## config.mk

```make
export PLATFORM = sky130hd
export DESIGN_NAME = actuator_position_controller_top
export DESIGN_NICKNAME = d
export VERILOG_FILES = /design/src/hdl/apc_pkg.sv /design/src/hdl/apc_datapath.sv /design/src/hdl/apc_controller.sv /design/src/hdl/actuator_position_controller_top.sv
export VERILOG_INCLUDE_DIRS = /design/src /design/src/hdl
export SDC_FILE = /design/constraint.sdc
export NUM_CORES = 1
export LEC_CHECK = 0
export ABC_AREA = 0
export BUFFER_PORTS_ARGS = -buffer_cell sky130_fd_sc_hd__buf_4
export CAP_MARGIN = 20
export CORE_MARGIN = 8
export CORE_UTILIZATION = 40
export DETAILED_ROUTE_END_ITERATION = 8
export GPL_TIMING_DRIVEN = 0
export HOLD_SLACK_MARGIN = 0.12
export SLEW_MARGIN = 0
export SYNTH_ARGS = -nofsm -noshare
export SYNTH_HDL_FRONTEND = slang
export SYNTH_SLANG_ARGS = --single-unit
```

## constraint.sdc

```tcl
create_clock -name clk -period 11.74 [get_ports clk]
set_clock_uncertainty 0.15 [all_clocks]
set_input_delay 2.348 -clock clk [delete_from_list [all_inputs] [get_ports clk]]
set_output_delay 2.348 -clock clk [all_outputs]
set_load 0.02 [all_outputs]
```

## src/hdl/actuator_position_controller_top_macros.svh

```systemverilog
// ----------------------------------------------------------------------------
// Actuator position controller assertion macros
// Shared property forms for the checks at the end of the top level.
// ----------------------------------------------------------------------------
`ifndef ACTUATOR_POSITION_CONTROLLER_TOP_MACROS_SVH
`define ACTUATOR_POSITION_CONTROLLER_TOP_MACROS_SVH

// Same-cycle implication, sampled on clk and off while reset is asserted.
`define APC_ASSERT_IMPLY(name, ante, cons) \
    name: assert property (@(posedge clk) disable iff (!rst_n) (ante) |-> (cons)) \
        else $error("apc: same-cycle check failed");

// Next-cycle implication, sampled on clk and off while reset is asserted.
`define APC_ASSERT_NEXT(name, ante, cons) \
    name: assert property (@(posedge clk) disable iff (!rst_n) (ante) |=> (cons)) \
        else $error("apc: next-cycle check failed");

`endif

```

## src/hdl/apc_pkg.sv

```systemverilog
// ----------------------------------------------------------------------------
// Actuator position controller package
// Shared widths, register indexes, reset values, codes and interface structs.
// ----------------------------------------------------------------------------
`default_nettype none

package apc_pkg;

    // Field widths fixed by the interface.
    localparam int FB_W       = 12;
    localparam int LEN_W      = 11;
    localparam int TOL_W      = 8;
    localparam int TRIES_W    = 3;
    localparam int CPM_W      = 16;
    localparam int MPC_W      = 16;
    localparam int CFG_IDX_W  = 3;
    localparam int CFG_DATA_W = 16;

    // Shared multiplier: a 12-bit operand by a 16-bit operand.
    localparam int MUL_A_W = 12;
    localparam int MUL_B_W = 16;
    localparam int PROD_W  = MUL_A_W + MUL_B_W;
    // Rounding offset and shift for the Q-format scaling (+2048 >> 12).
    localparam int RND_SHIFT = 12;
    localparam int SCALED_W  = PROD_W + 1 - RND_SHIFT;

    // Configuration register indexes.
    localparam logic [CFG_IDX_W-1:0] REG_MIN_CODE   = 3'd0;
    localparam logic [CFG_IDX_W-1:0] REG_CPM_Q8     = 3'd1;
    localparam logic [CFG_IDX_W-1:0] REG_MPC_Q16    = 3'd2;
    localparam logic [CFG_IDX_W-1:0] REG_TOLERANCE  = 3'd3;
    localparam logic [CFG_IDX_W-1:0] REG_MAX_TRIES  = 3'd4;
    localparam logic [CFG_IDX_W-1:0] REG_MAX_LENGTH = 3'd5;

    // Configuration reset values.
    localparam logic [FB_W-1:0]    RST_MIN_CODE   = 12'd819;
    localparam logic [CPM_W-1:0]   RST_CPM_Q8     = 16'd6190;
    localparam logic [MPC_W-1:0]   RST_MPC_Q16    = 16'd2710;
    localparam logic [TOL_W-1:0]   RST_TOLERANCE  = 8'd8;
    localparam logic [TRIES_W-1:0] RST_MAX_TRIES  = 3'd3;
    localparam logic [LEN_W-1:0]   RST_MAX_LENGTH = 11'd1648;

    // Result status codes.
    typedef enum logic [1:0] {
        STATUS_NONE    = 2'd0,
        STATUS_REACHED = 2'd1,
        STATUS_GAVE_UP = 2'd2
    } status_t;

    // Configuration register file contents.
    typedef struct packed {
        logic [FB_W-1:0]    min_code;
        logic [CPM_W-1:0]   codes_per_mm_q8;
        logic [MPC_W-1:0]   mm_per_code_q16;
        logic [TOL_W-1:0]   tolerance_code;
        logic [TRIES_W-1:0] max_tries;
        logic [LEN_W-1:0]   max_length;
    } cfg_t;

    // Commands from the sequencer to the datapath.
    typedef struct packed {
        logic latch;       // capture the accepted item
        logic mul_go;      // register one product
        logic mul_len;     // product operands: 1 length scaling, 0 target scaling
        logic tgt_load;    // load the target code from the product
        logic win_write;   // write the held sample into the window
        logic fill_clear;  // restart window filling
        logic fill_inc;    // advance the fill pointer
        logic mode_start;  // clear the mode search
        logic mode_step;   // score one window entry
        logic fb_load;     // take the mode as filtered feedback
        logic len_load;    // load the length from the product
    } dp_cmd_t;

    // Status from the datapath to the sequencer.
    typedef struct packed {
        logic window_last;  // this sample completes the window
        logic mode_last;    // the mode search scores its last entry
        logic out_band;     // 2*|target-mode| > 3*tolerance
        logic ext_go;       // target above mode by more than tolerance
        logic ret_go;       // mode above target by more than tolerance
        logic dir_extend;   // target above max(mode, min_code)
    } dp_stat_t;

    // Control part of one result item.
    typedef struct packed {
        logic    motor_enable;
        logic    direction;
        logic    feedback_valid;
        logic    busy;
        status_t status;
    } ctl_res_t;

endpackage

`default_nettype wire

```

## src/hdl/apc_datapath.sv

```systemverilog
// ----------------------------------------------------------------------------
// Actuator position controller datapath
// Sample window, mode search, shared scaling multiplier and error compares.
// ----------------------------------------------------------------------------
`default_nettype none

module apc_datapath #(
    parameter int WINDOW      = 10,
    parameter int SAMPLE_BITS = 12
) (
    input  logic                           clk,
    input  logic                           rst_n,
    input  apc_pkg::cfg_t                  cfg,
    input  apc_pkg::dp_cmd_t               cmd,
    output apc_pkg::dp_stat_t              stat,
    input  logic [apc_pkg::LEN_W-1:0]      target_length,
    input  logic [SAMPLE_BITS-1:0]         sample,
    output logic [apc_pkg::FB_W-1:0]       feedback,
    output logic [apc_pkg::LEN_W-1:0]      length
);

    localparam int IDX_W = $clog2(WINDOW);
    localparam int CNT_W = $clog2(WINDOW + 1);
    localparam logic [IDX_W-1:0] LAST_IDX = IDX_W'(WINDOW - 1);
    localparam int FB_W  = apc_pkg::FB_W;
    localparam int LEN_W = apc_pkg::LEN_W;

    // Held item.
    logic [LEN_W-1:0]        len_reg;
    logic [SAMPLE_BITS-1:0]  sample_reg;

    // Window and mode search.
    logic [SAMPLE_BITS-1:0]  win_reg [WINDOW];
    logic [IDX_W-1:0]        fill_reg, fill_next;
    logic [IDX_W-1:0]        idx_reg, idx_next;
    logic [CNT_W-1:0]        best_cnt_reg, best_cnt_next;
    logic [SAMPLE_BITS-1:0]  best_val_reg, best_val_next;
    logic [SAMPLE_BITS-1:0]  cand;
    logic [CNT_W-1:0]        cand_cnt;

    // Scaling and results.
    logic [apc_pkg::PROD_W-1:0]    prod_reg;
    logic [apc_pkg::MUL_A_W-1:0]   mul_a;
    logic [apc_pkg::MUL_B_W-1:0]   mul_b;
    logic [apc_pkg::PROD_W:0]      rounded;
    logic [apc_pkg::SCALED_W-1:0]  scaled;
    logic [apc_pkg::SCALED_W:0]    tgt_sum;
    logic [FB_W-1:0]               tgt_reg, filt_reg, mode_fb, above_min;
    logic [LEN_W-1:0]              length_reg, len_clamp;
    logic [SAMPLE_BITS+FB_W-1:0]   mode_ext;

    // Error compares.
    logic             t_gt_fb, fb_gt_t;
    logic [FB_W-1:0]  err, floor_fb;
    logic [FB_W:0]    err_x2;
    logic [apc_pkg::TOL_W+1:0] tol_x3;

    // Item capture with the requested length clamped to max_length.
    assign len_clamp = (target_length > cfg.max_length) ? cfg.max_length : target_length;

    always_ff @(posedge clk)
    begin
        if (cmd.latch)
        begin
            len_reg    <= len_clamp;
            sample_reg <= sample;
        end
    end

    // Window store, written at the fill pointer.
    always_ff @(posedge clk)
    begin
        if (cmd.win_write)
        begin
            win_reg[fill_reg] <= sample_reg;
        end
    end

    always_comb
    begin
        fill_next = fill_reg;
        if (cmd.fill_clear)
        begin
            fill_next = '0;
        end
        else if (cmd.fill_inc)
        begin
            fill_next = fill_reg + 1'b1;
        end
    end

    assign stat.window_last = (fill_reg == LAST_IDX);

    // Mode search: one candidate entry scored against the whole window per cycle.
    // A zero entry scores zero, and a strictly higher score is needed to win.
    always_comb
    begin
        cand     = win_reg[idx_reg];
        cand_cnt = '0;
        for (int k = 0; k < WINDOW; k++)
        begin
            cand_cnt = cand_cnt + CNT_W'(win_reg[k] == cand);
        end
        if (cand == '0)
        begin
            cand_cnt = '0;
        end
    end

    always_comb
    begin
        idx_next      = idx_reg;
        best_cnt_next = best_cnt_reg;
        best_val_next = best_val_reg;
        if (cmd.mode_start)
        begin
            idx_next      = '0;
            best_cnt_next = '0;
            best_val_next = '0;
        end
        else if (cmd.mode_step)
        begin
            idx_next = idx_reg + 1'b1;
            if (cand_cnt > best_cnt_reg)
            begin
                best_cnt_next = cand_cnt;
                best_val_next = cand;
            end
        end
    end

    assign stat.mode_last = (idx_reg == LAST_IDX);

    // The mode as a feedback code: zero-extended, then cut to the feedback width.
    assign mode_ext = {{FB_W{1'b0}}, best_val_reg};
    assign mode_fb  = mode_ext[FB_W-1:0];

    // Compares of the new feedback against the target.
    assign t_gt_fb  = (tgt_reg > mode_fb);
    assign fb_gt_t  = (mode_fb > tgt_reg);
    assign err      = t_gt_fb ? (tgt_reg - mode_fb) : (mode_fb - tgt_reg);
    assign err_x2   = {err, 1'b0};
    assign tol_x3   = {1'b0, cfg.tolerance_code, 1'b0} + {2'b00, cfg.tolerance_code};
    assign floor_fb = (mode_fb > cfg.min_code) ? mode_fb : cfg.min_code;

    assign stat.out_band   = (err_x2 > (FB_W+1)'(tol_x3));
    assign stat.ext_go     = t_gt_fb && (err > FB_W'(cfg.tolerance_code));
    assign stat.ret_go     = fb_gt_t && (err > FB_W'(cfg.tolerance_code));
    assign stat.dir_extend = (tgt_reg > floor_fb);

    // Shared multiplier: length scaling or target scaling.
    assign above_min = (filt_reg > cfg.min_code) ? (filt_reg - cfg.min_code) : '0;
    assign mul_a = cmd.mul_len ? above_min : apc_pkg::MUL_A_W'(len_reg);
    assign mul_b = cmd.mul_len ? cfg.mm_per_code_q16 : cfg.codes_per_mm_q8;

    always_ff @(posedge clk)
    begin
        if (cmd.mul_go)
        begin
            prod_reg <= mul_a * mul_b;
        end
    end

    // Round to nearest after the 12-bit scale-down.
    assign rounded = {1'b0, prod_reg} + (apc_pkg::PROD_W+1)'(2048);
    assign scaled  = rounded[apc_pkg::PROD_W:apc_pkg::RND_SHIFT];
    assign tgt_sum = {1'b0, scaled} + (apc_pkg::SCALED_W+1)'(cfg.min_code);

    // Control and result state.
    always_ff @(posedge clk or negedge rst_n)
    begin
        if (!rst_n)
        begin
            fill_reg     <= '0;
            idx_reg      <= '0;
            best_cnt_reg <= '0;
            best_val_reg <= '0;
            tgt_reg      <= '0;
            filt_reg     <= '0;
            length_reg   <= '0;
        end
        else
        begin
            fill_reg     <= fill_next;
            idx_reg      <= idx_next;
            best_cnt_reg <= best_cnt_next;
            best_val_reg <= best_val_next;
            if (cmd.tgt_load)
            begin
                tgt_reg <= (tgt_sum > (apc_pkg::SCALED_W+1)'(4095)) ? '1 : tgt_sum[FB_W-1:0];
            end
            if (cmd.fb_load)
            begin
                filt_reg <= mode_fb;
            end
            if (cmd.len_load)
            begin
                length_reg <= (scaled > apc_pkg::SCALED_W'(2047)) ? '1 : scaled[LEN_W-1:0];
            end
        end
    end

    assign feedback = filt_reg;
    assign length   = length_reg;

endmodule

`default_nettype wire

```

## src/hdl/apc_controller.sv

```systemverilog
// ----------------------------------------------------------------------------
// Actuator position controller sequencer
// Steps each item through the datapath and runs the positioning phases.
// ----------------------------------------------------------------------------
`default_nettype none

module apc_controller (
    input  logic                          clk,
    input  logic                          rst_n,
    input  logic                          item_valid,
    input  logic                          item_cmd,
    output logic                          item_stall,
    input  logic [apc_pkg::TRIES_W-1:0]   max_tries,
    input  logic                          out_free,
    output logic                          out_load,
    output apc_pkg::ctl_res_t             res,
    output apc_pkg::dp_cmd_t              cmd,
    input  apc_pkg::dp_stat_t             stat
);

    // Item sequencer states.
    typedef enum logic [8:0] {
        S_IDLE     = 9'b000000001,
        S_SET_MUL  = 9'b000000010,
        S_SET_TGT  = 9'b000000100,
        S_SAMPLE   = 9'b000001000,
        S_MODE     = 9'b000010000,
        S_DECIDE   = 9'b000100000,
        S_LEN_MUL  = 9'b001000000,
        S_LEN_SAT  = 9'b010000000,
        S_DONE     = 9'b100000000
    } seq_t;

    // Positioning phases.
    typedef enum logic [3:0] {
        PH_IDLE    = 4'b0001,
        PH_CHECK   = 4'b0010,
        PH_EXTEND  = 4'b0100,
        PH_RETRACT = 4'b1000
    } phase_t;

    seq_t                         state_reg, state_next;
    phase_t                       phase_reg, phase_next;
    logic [apc_pkg::TRIES_W-1:0]  tries_reg, tries_next;
    apc_pkg::status_t             status_reg, status_next;
    logic                         fbv_reg, fbv_next;
    logic                         accept;

    assign item_stall = (state_reg != S_IDLE);
    assign accept     = item_valid && !item_stall;

    // Sequencer and phase logic.
    always_comb
    begin
        state_next  = state_reg;
        phase_next  = phase_reg;
        tries_next  = tries_reg;
        status_next = status_reg;
        fbv_next    = fbv_reg;
        cmd         = '0;
        out_load    = 1'b0;

        case (state_reg)
            S_IDLE:
            begin
                if (accept)
                begin
                    cmd.latch   = 1'b1;
                    status_next = apc_pkg::STATUS_NONE;
                    fbv_next    = 1'b0;
                    state_next  = item_cmd ? S_SAMPLE : S_SET_MUL;
                end
            end
            S_SET_MUL:
            begin
                cmd.mul_go = 1'b1;
                state_next = S_SET_TGT;
            end
            S_SET_TGT:
            begin
                // A set command restarts positioning from a fresh window.
                cmd.tgt_load   = 1'b1;
                cmd.fill_clear = 1'b1;
                tries_next     = '0;
                phase_next     = PH_CHECK;
                state_next     = S_LEN_MUL;
            end
            S_SAMPLE:
            begin
                cmd.win_write = 1'b1;
                if (stat.window_last)
                begin
                    cmd.fill_clear = 1'b1;
                    cmd.mode_start = 1'b1;
                    state_next     = S_MODE;
                end
                else
                begin
                    cmd.fill_inc = 1'b1;
                    state_next   = S_LEN_MUL;
                end
            end
            S_MODE:
            begin
                cmd.mode_step = 1'b1;
                if (stat.mode_last)
                begin
                    state_next = S_DECIDE;
                end
            end
            S_DECIDE:
            begin
                cmd.fb_load = 1'b1;
                fbv_next    = 1'b1;
                case (phase_reg)
                    PH_CHECK:
                    begin
                        if (stat.out_band && (tries_reg < max_tries))
                        begin
                            phase_next = stat.dir_extend ? PH_EXTEND : PH_RETRACT;
                            tries_next = tries_reg + 1'b1;
                        end
                        else
                        begin
                            phase_next  = PH_IDLE;
                            status_next = stat.out_band ? apc_pkg::STATUS_GAVE_UP
                                                        : apc_pkg::STATUS_REACHED;
                        end
                    end
                    PH_EXTEND:
                    begin
                        if (!stat.ext_go)
                        begin
                            phase_next = PH_CHECK;
                        end
                    end
                    PH_RETRACT:
                    begin
                        if (!stat.ret_go)
                        begin
                            phase_next = PH_CHECK;
                        end
                    end
                    default:
                    begin
                        phase_next = phase_reg;
                    end
                endcase
                state_next = S_LEN_MUL;
            end
            S_LEN_MUL:
            begin
                cmd.mul_go  = 1'b1;
                cmd.mul_len = 1'b1;
                state_next  = S_LEN_SAT;
            end
            S_LEN_SAT:
            begin
                cmd.len_load = 1'b1;
                state_next   = S_DONE;
            end
            S_DONE:
            begin
                if (out_free)
                begin
                    out_load   = 1'b1;
                    state_next = S_IDLE;
                end
            end
            default:
            begin
                state_next = S_IDLE;
            end
        endcase
    end

    always_ff @(posedge clk or negedge rst_n)
    begin
        if (!rst_n)
        begin
            state_reg  <= S_IDLE;
            phase_reg  <= PH_IDLE;
            tries_reg  <= '0;
            status_reg <= apc_pkg::STATUS_NONE;
            fbv_reg    <= 1'b0;
        end
        else
        begin
            state_reg  <= state_next;
            phase_reg  <= phase_next;
            tries_reg  <= tries_next;
            status_reg <= status_next;
            fbv_reg    <= fbv_next;
        end
    end

    // Control fields of the result item.
    assign res.motor_enable   = (phase_reg == PH_EXTEND) || (phase_reg == PH_RETRACT);
    assign res.direction      = (phase_reg == PH_EXTEND);
    assign res.feedback_valid = fbv_reg;
    assign res.busy           = (phase_reg != PH_IDLE);
    assign res.status         = status_reg;

endmodule

`default_nettype wire

```

## src/hdl/actuator_position_controller_top.sv

```systemverilog
// ----------------------------------------------------------------------------
// Actuator position controller top level
// Sequence: a set command scales the target and then the length; a sample that
// leaves the window open scales the length only; a sample that completes it
// first runs the mode search and the phase decision. One item is worked at a
// time; the mode search scores one window entry per cycle.
// Reset: asynchronous, active low; configuration returns to its defaults.
// ----------------------------------------------------------------------------
`default_nettype none

`include "actuator_position_controller_top_macros.svh"

module actuator_position_controller_top #(
    parameter int WINDOW      = 10,
    parameter int SAMPLE_BITS = 12
) (
    input  logic                               clk,
    input  logic                               rst_n,
    // Configuration write port.
    input  logic                               cfg_write,
    input  logic [apc_pkg::CFG_IDX_W-1:0]      cfg_index,
    input  logic [apc_pkg::CFG_DATA_W-1:0]     cfg_data,
    // Item channel.
    input  logic                               item_valid,
    output logic                               item_stall,
    input  logic                               cmd,
    input  logic [apc_pkg::LEN_W-1:0]          target_length,
    input  logic [SAMPLE_BITS-1:0]             sample,
    // Result channel.
    output logic                               result_valid,
    input  logic                               result_stall,
    output logic                               motor_enable,
    output logic                               direction,
    output logic                               feedback_valid,
    output logic [apc_pkg::FB_W-1:0]           feedback,
    output logic [apc_pkg::LEN_W-1:0]          length,
    output logic                               busy_res,
    output logic [1:0]                         status
);

    apc_pkg::cfg_t       cfg_reg;
    apc_pkg::dp_cmd_t    dp_cmd;
    apc_pkg::dp_stat_t   dp_stat;
    apc_pkg::ctl_res_t   ctl_res;
    logic [apc_pkg::FB_W-1:0]  dp_feedback;
    logic [apc_pkg::LEN_W-1:0] dp_length;
    logic                out_free, out_load;
    logic                result_valid_reg, result_valid_next;
    apc_pkg::ctl_res_t   res_ctl_reg;
    logic [apc_pkg::FB_W-1:0]  res_fb_reg;
    logic [apc_pkg::LEN_W-1:0] res_len_reg;

    // Configuration registers.
    always_ff @(posedge clk or negedge rst_n)
    begin
        if (!rst_n)
        begin
            cfg_reg.min_code        <= apc_pkg::RST_MIN_CODE;
            cfg_reg.codes_per_mm_q8 <= apc_pkg::RST_CPM_Q8;
            cfg_reg.mm_per_code_q16 <= apc_pkg::RST_MPC_Q16;
            cfg_reg.tolerance_code  <= apc_pkg::RST_TOLERANCE;
            cfg_reg.max_tries       <= apc_pkg::RST_MAX_TRIES;
            cfg_reg.max_length      <= apc_pkg::RST_MAX_LENGTH;
        end
        else if (cfg_write)
        begin
            case (cfg_index)
                apc_pkg::REG_MIN_CODE:   cfg_reg.min_code <= cfg_data[apc_pkg::FB_W-1:0];
                apc_pkg::REG_CPM_Q8:     cfg_reg.codes_per_mm_q8 <= cfg_data;
                apc_pkg::REG_MPC_Q16:    cfg_reg.mm_per_code_q16 <= cfg_data;
                apc_pkg::REG_TOLERANCE:  cfg_reg.tolerance_code <= cfg_data[apc_pkg::TOL_W-1:0];
                apc_pkg::REG_MAX_TRIES:  cfg_reg.max_tries <= cfg_data[apc_pkg::TRIES_W-1:0];
                apc_pkg::REG_MAX_LENGTH: cfg_reg.max_length <= cfg_data[apc_pkg::LEN_W-1:0];
                default:                 cfg_reg <= cfg_reg;
            endcase
        end
    end

    // Sequencer.
    apc_controller u_ctrl (
        .clk        (clk),
        .rst_n      (rst_n),
        .item_valid (item_valid),
        .item_cmd   (cmd),
        .item_stall (item_stall),
        .max_tries  (cfg_reg.max_tries),
        .out_free   (out_free),
        .out_load   (out_load),
        .res        (ctl_res),
        .cmd        (dp_cmd),
        .stat       (dp_stat)
    );

    // Datapath.
    apc_datapath #(
        .WINDOW      (WINDOW),
        .SAMPLE_BITS (SAMPLE_BITS)
    ) u_dp (
        .clk           (clk),
        .rst_n         (rst_n),
        .cfg           (cfg_reg),
        .cmd           (dp_cmd),
        .stat          (dp_stat),
        .target_length (target_length),
        .sample        (sample),
        .feedback      (dp_feedback),
        .length        (dp_length)
    );

    // Result register: holds a finished item while the next one is taken in.
    assign out_free = !result_valid_reg || !result_stall;

    always_comb
    begin
        result_valid_next = result_valid_reg;
        if (out_load)
        begin
            result_valid_next = 1'b1;
        end
        else if (!result_stall)
        begin
            result_valid_next = 1'b0;
        end
    end

    always_ff @(posedge clk or negedge rst_n)
    begin
        if (!rst_n)
        begin
            result_valid_reg <= 1'b0;
        end
        else
        begin
            result_valid_reg <= result_valid_next;
        end
    end

    always_ff @(posedge clk)
    begin
        if (out_load)
        begin
            res_ctl_reg <= ctl_res;
            res_fb_reg  <= dp_feedback;
            res_len_reg <= dp_length;
        end
    end

    assign result_valid   = result_valid_reg;
    assign motor_enable   = res_ctl_reg.motor_enable;
    assign direction      = res_ctl_reg.direction;
    assign feedback_valid = res_ctl_reg.feedback_valid;
    assign feedback       = res_fb_reg;
    assign length         = res_len_reg;
    assign busy_res       = res_ctl_reg.busy;
    assign status         = res_ctl_reg.status;

    // Driving only happens while a command is in progress.
    `APC_ASSERT_IMPLY(a_drive_busy, result_valid && motor_enable, busy_res)
    // Extend is only reported while the motor is on.
    `APC_ASSERT_IMPLY(a_dir_drive, result_valid && direction, motor_enable)
    // A report ends the command and comes only with a new window.
    `APC_ASSERT_IMPLY(a_report_idle, result_valid && (status != apc_pkg::STATUS_NONE), !busy_res && feedback_valid)
    // One item is worked at a time.
    `APC_ASSERT_NEXT(a_one_item, item_valid && !item_stall, item_stall)

endmodule

`default_nettype wire

```

# ---- Word level (Yosys, flattened, before mapping)
# Memory sizes are Yosys's and may differ from the RTL's.
# Cells that the tools add are included.
dict set report totals {
  register_bits 225
  ram_bits 120
  input_bits 48
  out_inout_bits 31
  word_cells 192
  memories 1
}
# name words width read_ports rd_ports_with_merged_regs write_ports line
set mem_list {}
lappend mem_list {u_dp.win_reg 10 12 11 0 1 apc_datapath.sv:33} ;# logic [SAMPLE_BITS-1:0] win_reg [WINDOW];
dict set report classes {
  n_addsub 18
  mul 1
  order_cmp 12
  n_eq_ne 41
  mux 60
  n_reduce_logical 30
}
# operator n
set ops {}
lappend ops {{equality test 12 bit} 10}
lappend ops {{2-to-1 mux 12 bit} 8}
lappend ops {{case mux 9 bit (8 select lines)} 1}
lappend ops {{greater-than comparator 12 bit} 5}
lappend ops {{2-to-1 mux 4 bit} 13}
lappend ops {{subtractor 12 bit} 3}
lappend ops {{adder 4 x 1 -> 4 bit} 8}
lappend ops {{adder 28 x 12 -> 29 bit (second input constant)} 1}
lappend ops {{multiplier 12 x 16 -> 28 bit} 1}
lappend ops {{2-to-1 mux 9 bit} 3}
lappend ops {{2-to-1 mux 11 bit} 2}
lappend ops {{adder 17 x 12 -> 18 bit} 1}
lappend ops {{greater-than comparator 18 x 12 -> 1 bit (second input constant)} 1}
lappend ops {{2-to-1 mux 1 bit} 18}
lappend ops {{greater-than comparator 17 x 11 -> 1 bit (second input constant)} 1}
lappend ops {{2-to-1 mux 16 bit} 1}
lappend ops {{AND reduction 2 bit} 8}
lappend ops {{greater-than comparator 13 x 10 -> 1 bit} 1}
lappend ops {{equality test 4 bit (second input constant)} 3}
lappend ops {{greater-than comparator 12 x 8 -> 1 bit} 1}
lappend ops {{zero test 12 bit} 1}
lappend ops {{case mux 4 bit (3 select lines)} 1}
lappend ops {{greater-than comparator 11 bit} 1}
lappend ops {{adder 9 x 8 -> 10 bit} 1}
lappend ops {{40 further kinds} 68}

# ---- Longest topological paths before layout
# An unclocked memory read counts as a cell.
dict set report logic_depth {
  ltp_word 16
  depth_mapped 35
  depth_no_buf 35
}

# ---- By module
# Synthesis repeated with hierarchy kept, for this count alone.
dict set report hier_totals {
  cells_unflattened 2320
  hier_area_um2 27752.9
}
# module instances cells_per_inst area_per_inst_um2 seq_area_each_um2
set modules_own_cells {}
lappend modules_own_cells {apc_datapath 1 2010 23042.1 8443.1}
lappend modules_own_cells {actuator_position_controller_top 1 176 3448.3 2580.0}
lappend modules_own_cells {apc_controller 1 134 1262.5 478.0}

# ---- Worst setup path before layout
# No wires, ideal clock.
dict set report synth_path {
  kind {reg-to-reg}
  start {reg cfg_reg[55] (netlist bit)}
  end {reg u_dp.prod_reg[26] (netlist bit), data pin}
  setup_time_ns 0.258
  arrival_ns 7.775
  required_ns 11.332
  setup_slack_ns 3.557
  stages_incl_launch_ff 35
  path_buffers 0
  period_less_slack_ns 8.183
  cell_sequence {dfstp_2 > inv_1 > ha_1 > nor2b_1 > o21ai_0 > a21boi_0 > o21ai_0 > a21boi_0 > o21ai_0 > a21boi_0 > o21ai_0 > a21oi_1 > nor3_1 > nor4_1 > fa_1 > inv_1 > fa_1 > inv_1 > fa_1 > fa_1 > inv_1 > fa_1 > inv_1 > ha_1 > a21oi_1 > o21ai_0 > a21oi_1 > nor2b_1 > o21ai_0 > nand2b_1 > a221o_1 > and2_1 > a211o_1 > a21oi_1 > xnor2_1}
}
dict set report synth_via {
  elab_chain_cells 4
  word_cells_on_any_way 5
  classes_between {1 x add/sub; 1 x mul; 1 x order compare; 2 x mux}
}
# item line
set synth_lines {}
lappend synth_lines {{start: declaration} actuator_position_controller_top.sv:41} ;# apc_pkg::cfg_t cfg_reg;
lappend synth_lines {{start signal: assignment} actuator_position_controller_top.sv:74} ;# default: cfg_reg <= cfg_reg;
lappend synth_lines {{subtractor 12 bit or greater-than comparator 12 bit (tied branches)} apc_datapath.sv:152} ;# assign above_min = (filt_reg > cfg.min_code) ? (filt_reg - cfg.min_code) : '0;
lappend synth_lines {{2-to-1 mux 12 bit *} apc_datapath.sv:152}
lappend synth_lines {{2-to-1 mux 12 bit *} apc_datapath.sv:153} ;# assign mul_a = cmd.mul_len ? above_min : apc_pkg::MUL_A_W'(len_reg);
lappend synth_lines {{multiplier 12 x 16 -> 28 bit *} apc_datapath.sv:160} ;# prod_reg <= mul_a * mul_b;
lappend synth_lines {{end signal: assignment} apc_datapath.sv:160}
lappend synth_lines {{end: declaration} apc_datapath.sv:42} ;# logic [apc_pkg::PROD_W-1:0] prod_reg;
# Every way passes the cells marked *; elsewhere a longest branch is shown, timed or not.
# A chain may end at the register's enable or synchronous reset.

# ---- Final worst setup path
# Same ends and word-level chain as after synthesis.

==> flow_metrics.env <==
export IMPL_status="finished clean"
export IMPL_dieArea_um2=76930
export IMPL_final_cell_mix="inv_1 (288), edfxtp_1 (261), nand2_1 (196)"
export IMPL_grt_usage_pct=19.24
export IMPL_holdCritStartpoint="u_dp.length[9]$_DFFE_PN0P_"
export IMPL_holdPathStages=0
export IMPL_worst_pin_slew_ns=1.049
export IMPL_yosysWarnings=0
export IMPL_r2r_cells=34
export IMPL_timing_critical_path_mode_cell="o21ai_0"
export IMPL_grt_pass1_vias=19797
export IMPL_initial_utilization_pct=40.12
export IMPL_clock_sinks=406
export IMPL_worstPathArrival_ns=9.46
export IMPL_wl_mm=73.89
export IMPL_antenna_found_initial=1
export IMPL_gp_congestion=0.9246
export IMPL_ys_seq_area_share_pct=42.09
export IMPL_r2r_start="cfg_reg[55]$_DFFE_PN1P_"
export IMPL_post_route_min_period_ns=9.267
export IMPL_clock_latency_ns=0.60
export IMPL_tritoncts="yes"
export IMPL_hold_path_end="length[9]$_DFFE_PP_"
export IMPL_cts_hold_buf=0
export IMPL_setup_viol=0
export IMPL_largest_reg_flops=192
export IMPL_detail_route_first_pass_iterations=5
export IMPL_grt_max_degree=75
export IMPL_cts_buffers=43
export IMPL_final_common_cell="inv_1"
export IMPL_syn_area_um2=27330
export IMPL_worstSetupEndpointType="flop"
export IMPL_synth_edf_count=261
export IMPL_reg2reg_slack_ns=2.47
export IMPL_required_ns=11.93
export IMPL_syn_to_final_growth_pct=12.22
export IMPL_drtAntennaViolNets=0
export IMPL_crit_fanout=9
export IMPL_use_met1_pct=27.01
export IMPL_path_clk_slew_ns=0.06
export IMPL_root_buffer="clkbuf_16"
export IMPL_fin_setup_tns_ns=0
export IMPL_ys_ff_latch=406
export IMPL_multi_input_area_um2=14460
export IMPL_portBuffers=78
export IMPL_grt_busiest_layer="met2"
export IMPL_postCtsSetupBuffers=0
export IMPL_hp_class="flop to flop"
export IMPL_n_fill_cell=6209
export IMPL_rr_endpoint="u_dp.prod_reg[26]$_DFFE_PP_"
export IMPL_clk_path_buf_depth=3
export IMPL_rsz0062_at_grt="false"
export IMPL_vias=18689
export IMPL_synthCells=2377
export IMPL_nets=2904
export IMPL_cts_max_level=2
export IMPL_hpwlAfterDp_mm=58.79
export IMPL_vias_per_cell=5.441
export IMPL_crit_type="flop to flop"
export IMPL_fp_dieH_um=277.4
export IMPL_row_count=96
export IMPL_cap_violations=0
export IMPL_grt_first_pass_wirelength_mm=116.6
export IMPL_crit_slowest_cell="nor3_1"
export IMPL_synth_flop_cell="edfxtp_1"
export IMPL_async_flop_share_pct=35.71
export IMPL_pre_cts_ws_ns=2.611
export IMPL_timing_slew_headroom_pct=29.51
export IMPL_max_stage_delay_ns=0.86
export IMPL_drtIter0Drc=1570
export IMPL_fin_crit_sh_pct=78.93
export IMPL_regArea_um2=11500
export IMPL_grt_ovfl_total=0
export IMPL_hold_violations=0
export IMPL_ios=79
export IMPL_drc=0
export IMPL_syn_num_nets=2765
export IMPL_wl_per_cell_um=21.51
export IMPL_met2_usage_pct=30.94
export IMPL_core_area_um2=68110
export IMPL_final_layout_size_suffix_gt1_share_pct=14.54
export IMPL_finalMaxSlewViolations=0
export IMPL_grt_use_met3_pct=2.840
export IMPL_startpoint_type="flop"
export IMPL_postLayoutSetupSlackWorst_ns=2.473
export IMPL_fmax_ghz=0.1079
export IMPL_yosys_cell_types_count=79
export IMPL_syn_avg_cell_area_um2=11.50
export IMPL_dieWidth_um=277.4
export IMPL_cts_resized=0
logic make-up after synthesis:
kind of cell    Yosys count  share of synthesized area, %
compound gates          329                         8.072
xor+xnor                180                         5.769
fa+ha+maj               340                         19.69
buf+inv                 371                         5.211
flops                   406                         42.09
mux                     159                         8.521
simple gates            592                         10.65
layer usage:
| metal | vias to the layer above | part of all wire [%] | wire (um) |
|---|---|---|---|
| met3 | 112 | 5.3 | 3940 |
| met5 | - | 0 | 0 |
| li1 | 8549 | - | - |
| met2 | 534 | 46 | 33960 |
| met1 | 9494 | 46 | 34070 |
| met4 | 0 | 2.6 | 1914 |
worst max path at each step:
stage | startpoint | to | slack (ns)
global route | cfg_reg[55]$_DFFE_PN1P_ | u_dp.prod_reg[26]$_DFFE_PP_ | 1.82
CTS | cfg_reg[55]$_DFFE_PN1P_ | u_dp.prod_reg[26]$_DFFE_PP_ | 2.54
global placement | cfg_reg[55]$_DFFE_PN1P_ | u_dp.prod_reg[27]$_DFFE_PP_ | 2.64
floorplan | cfg_reg[55]$_DFFE_PN1P_ | u_dp.prod_reg[26]$_DFFE_PP_ | 3.56
detailed placement | cfg_reg[55]$_DFFE_PN1P_ | u_dp.prod_reg[26]$_DFFE_PP_ | 2.61
finish | cfg_reg[55]$_DFFE_PN1P_ | u_dp.prod_reg[26]$_DFFE_PP_ | 2.47
worst max-delay path, delay by kind of cell, from the launching register on:
kind,cells,cell delay (ns)
xor gates and xnor gates,1,0.08
DFF,1,0.57
AOI/OAI and AO/OA,15,2.96
adders and majority gates,7,3.43
and+or+nand+nor,6,1.48
buffers and inverters,5,0.36
cells in the mapped netlist (all sizes together) (7+ instances only):
master	number	area (um2)
nand2b	12	75.07
mux2i	26	260.3
a21o	42	317.8
nor4	43	284.0
o31ai	7	52.55
clkbuf	55	206.5
fa	150	3003
ha	190	2377
nand3	24	120.1
o21ai	62	310.3
nor2	149	574.3
and2	31	193.9
buf	28	136.4
a22o	28	246.5
inv	288	1081
nand4	37	237.7
xnor2	63	551.8
and3	12	75.07
a211oi	21	167.7
dfrtp	117	2928
nor2b	20	125.1
dfstp	28	735.7
o22a	13	113.9
xor2	117	1025
o21a	17	127.6
edfxtp	261	7838
a21oi	94	470.5
mux4	50	1126
a21boi	9	71.32
mux2	83	942.2
nand2	196	735.7
nor3	27	135.1
per-stage QoR:
step / util (%) / cells / cell area [um2] / hold WS (ns)
2_1_floorplan: - / 2377 / 27330 / 0.2748
3_3_place_gp: 42.60 / 3337 / 29020 / 0.2842
3_5_place_dp: 42.94 / 3352 / 29240 / 0.2873
4_1_cts: 45.01 / 3432 / 30660 / 0.3015
5_1_grt: 45.02 / 3433 / 30660 / 0.3074
6_report: 45.03 / 3435 / 30670 / 0.3022
final cells by class:
cell class	count	share of cell area, %
Clock inverter	21	0.8079
Antenna cell	2	0.01632
Timing Repair Buffer	94	2.464
Clock buffer	59	3.803
Inverter	288	3.525
Sequential cell	406	37.50
Multi-Input combinational cell	1600	47.16
Buffer	83	1.118
Tap cell	882	3.599
Power is left out: the tool's default activity adds up to more than one toggle a clock period on the data nets, which glitch-free logic cannot reach.
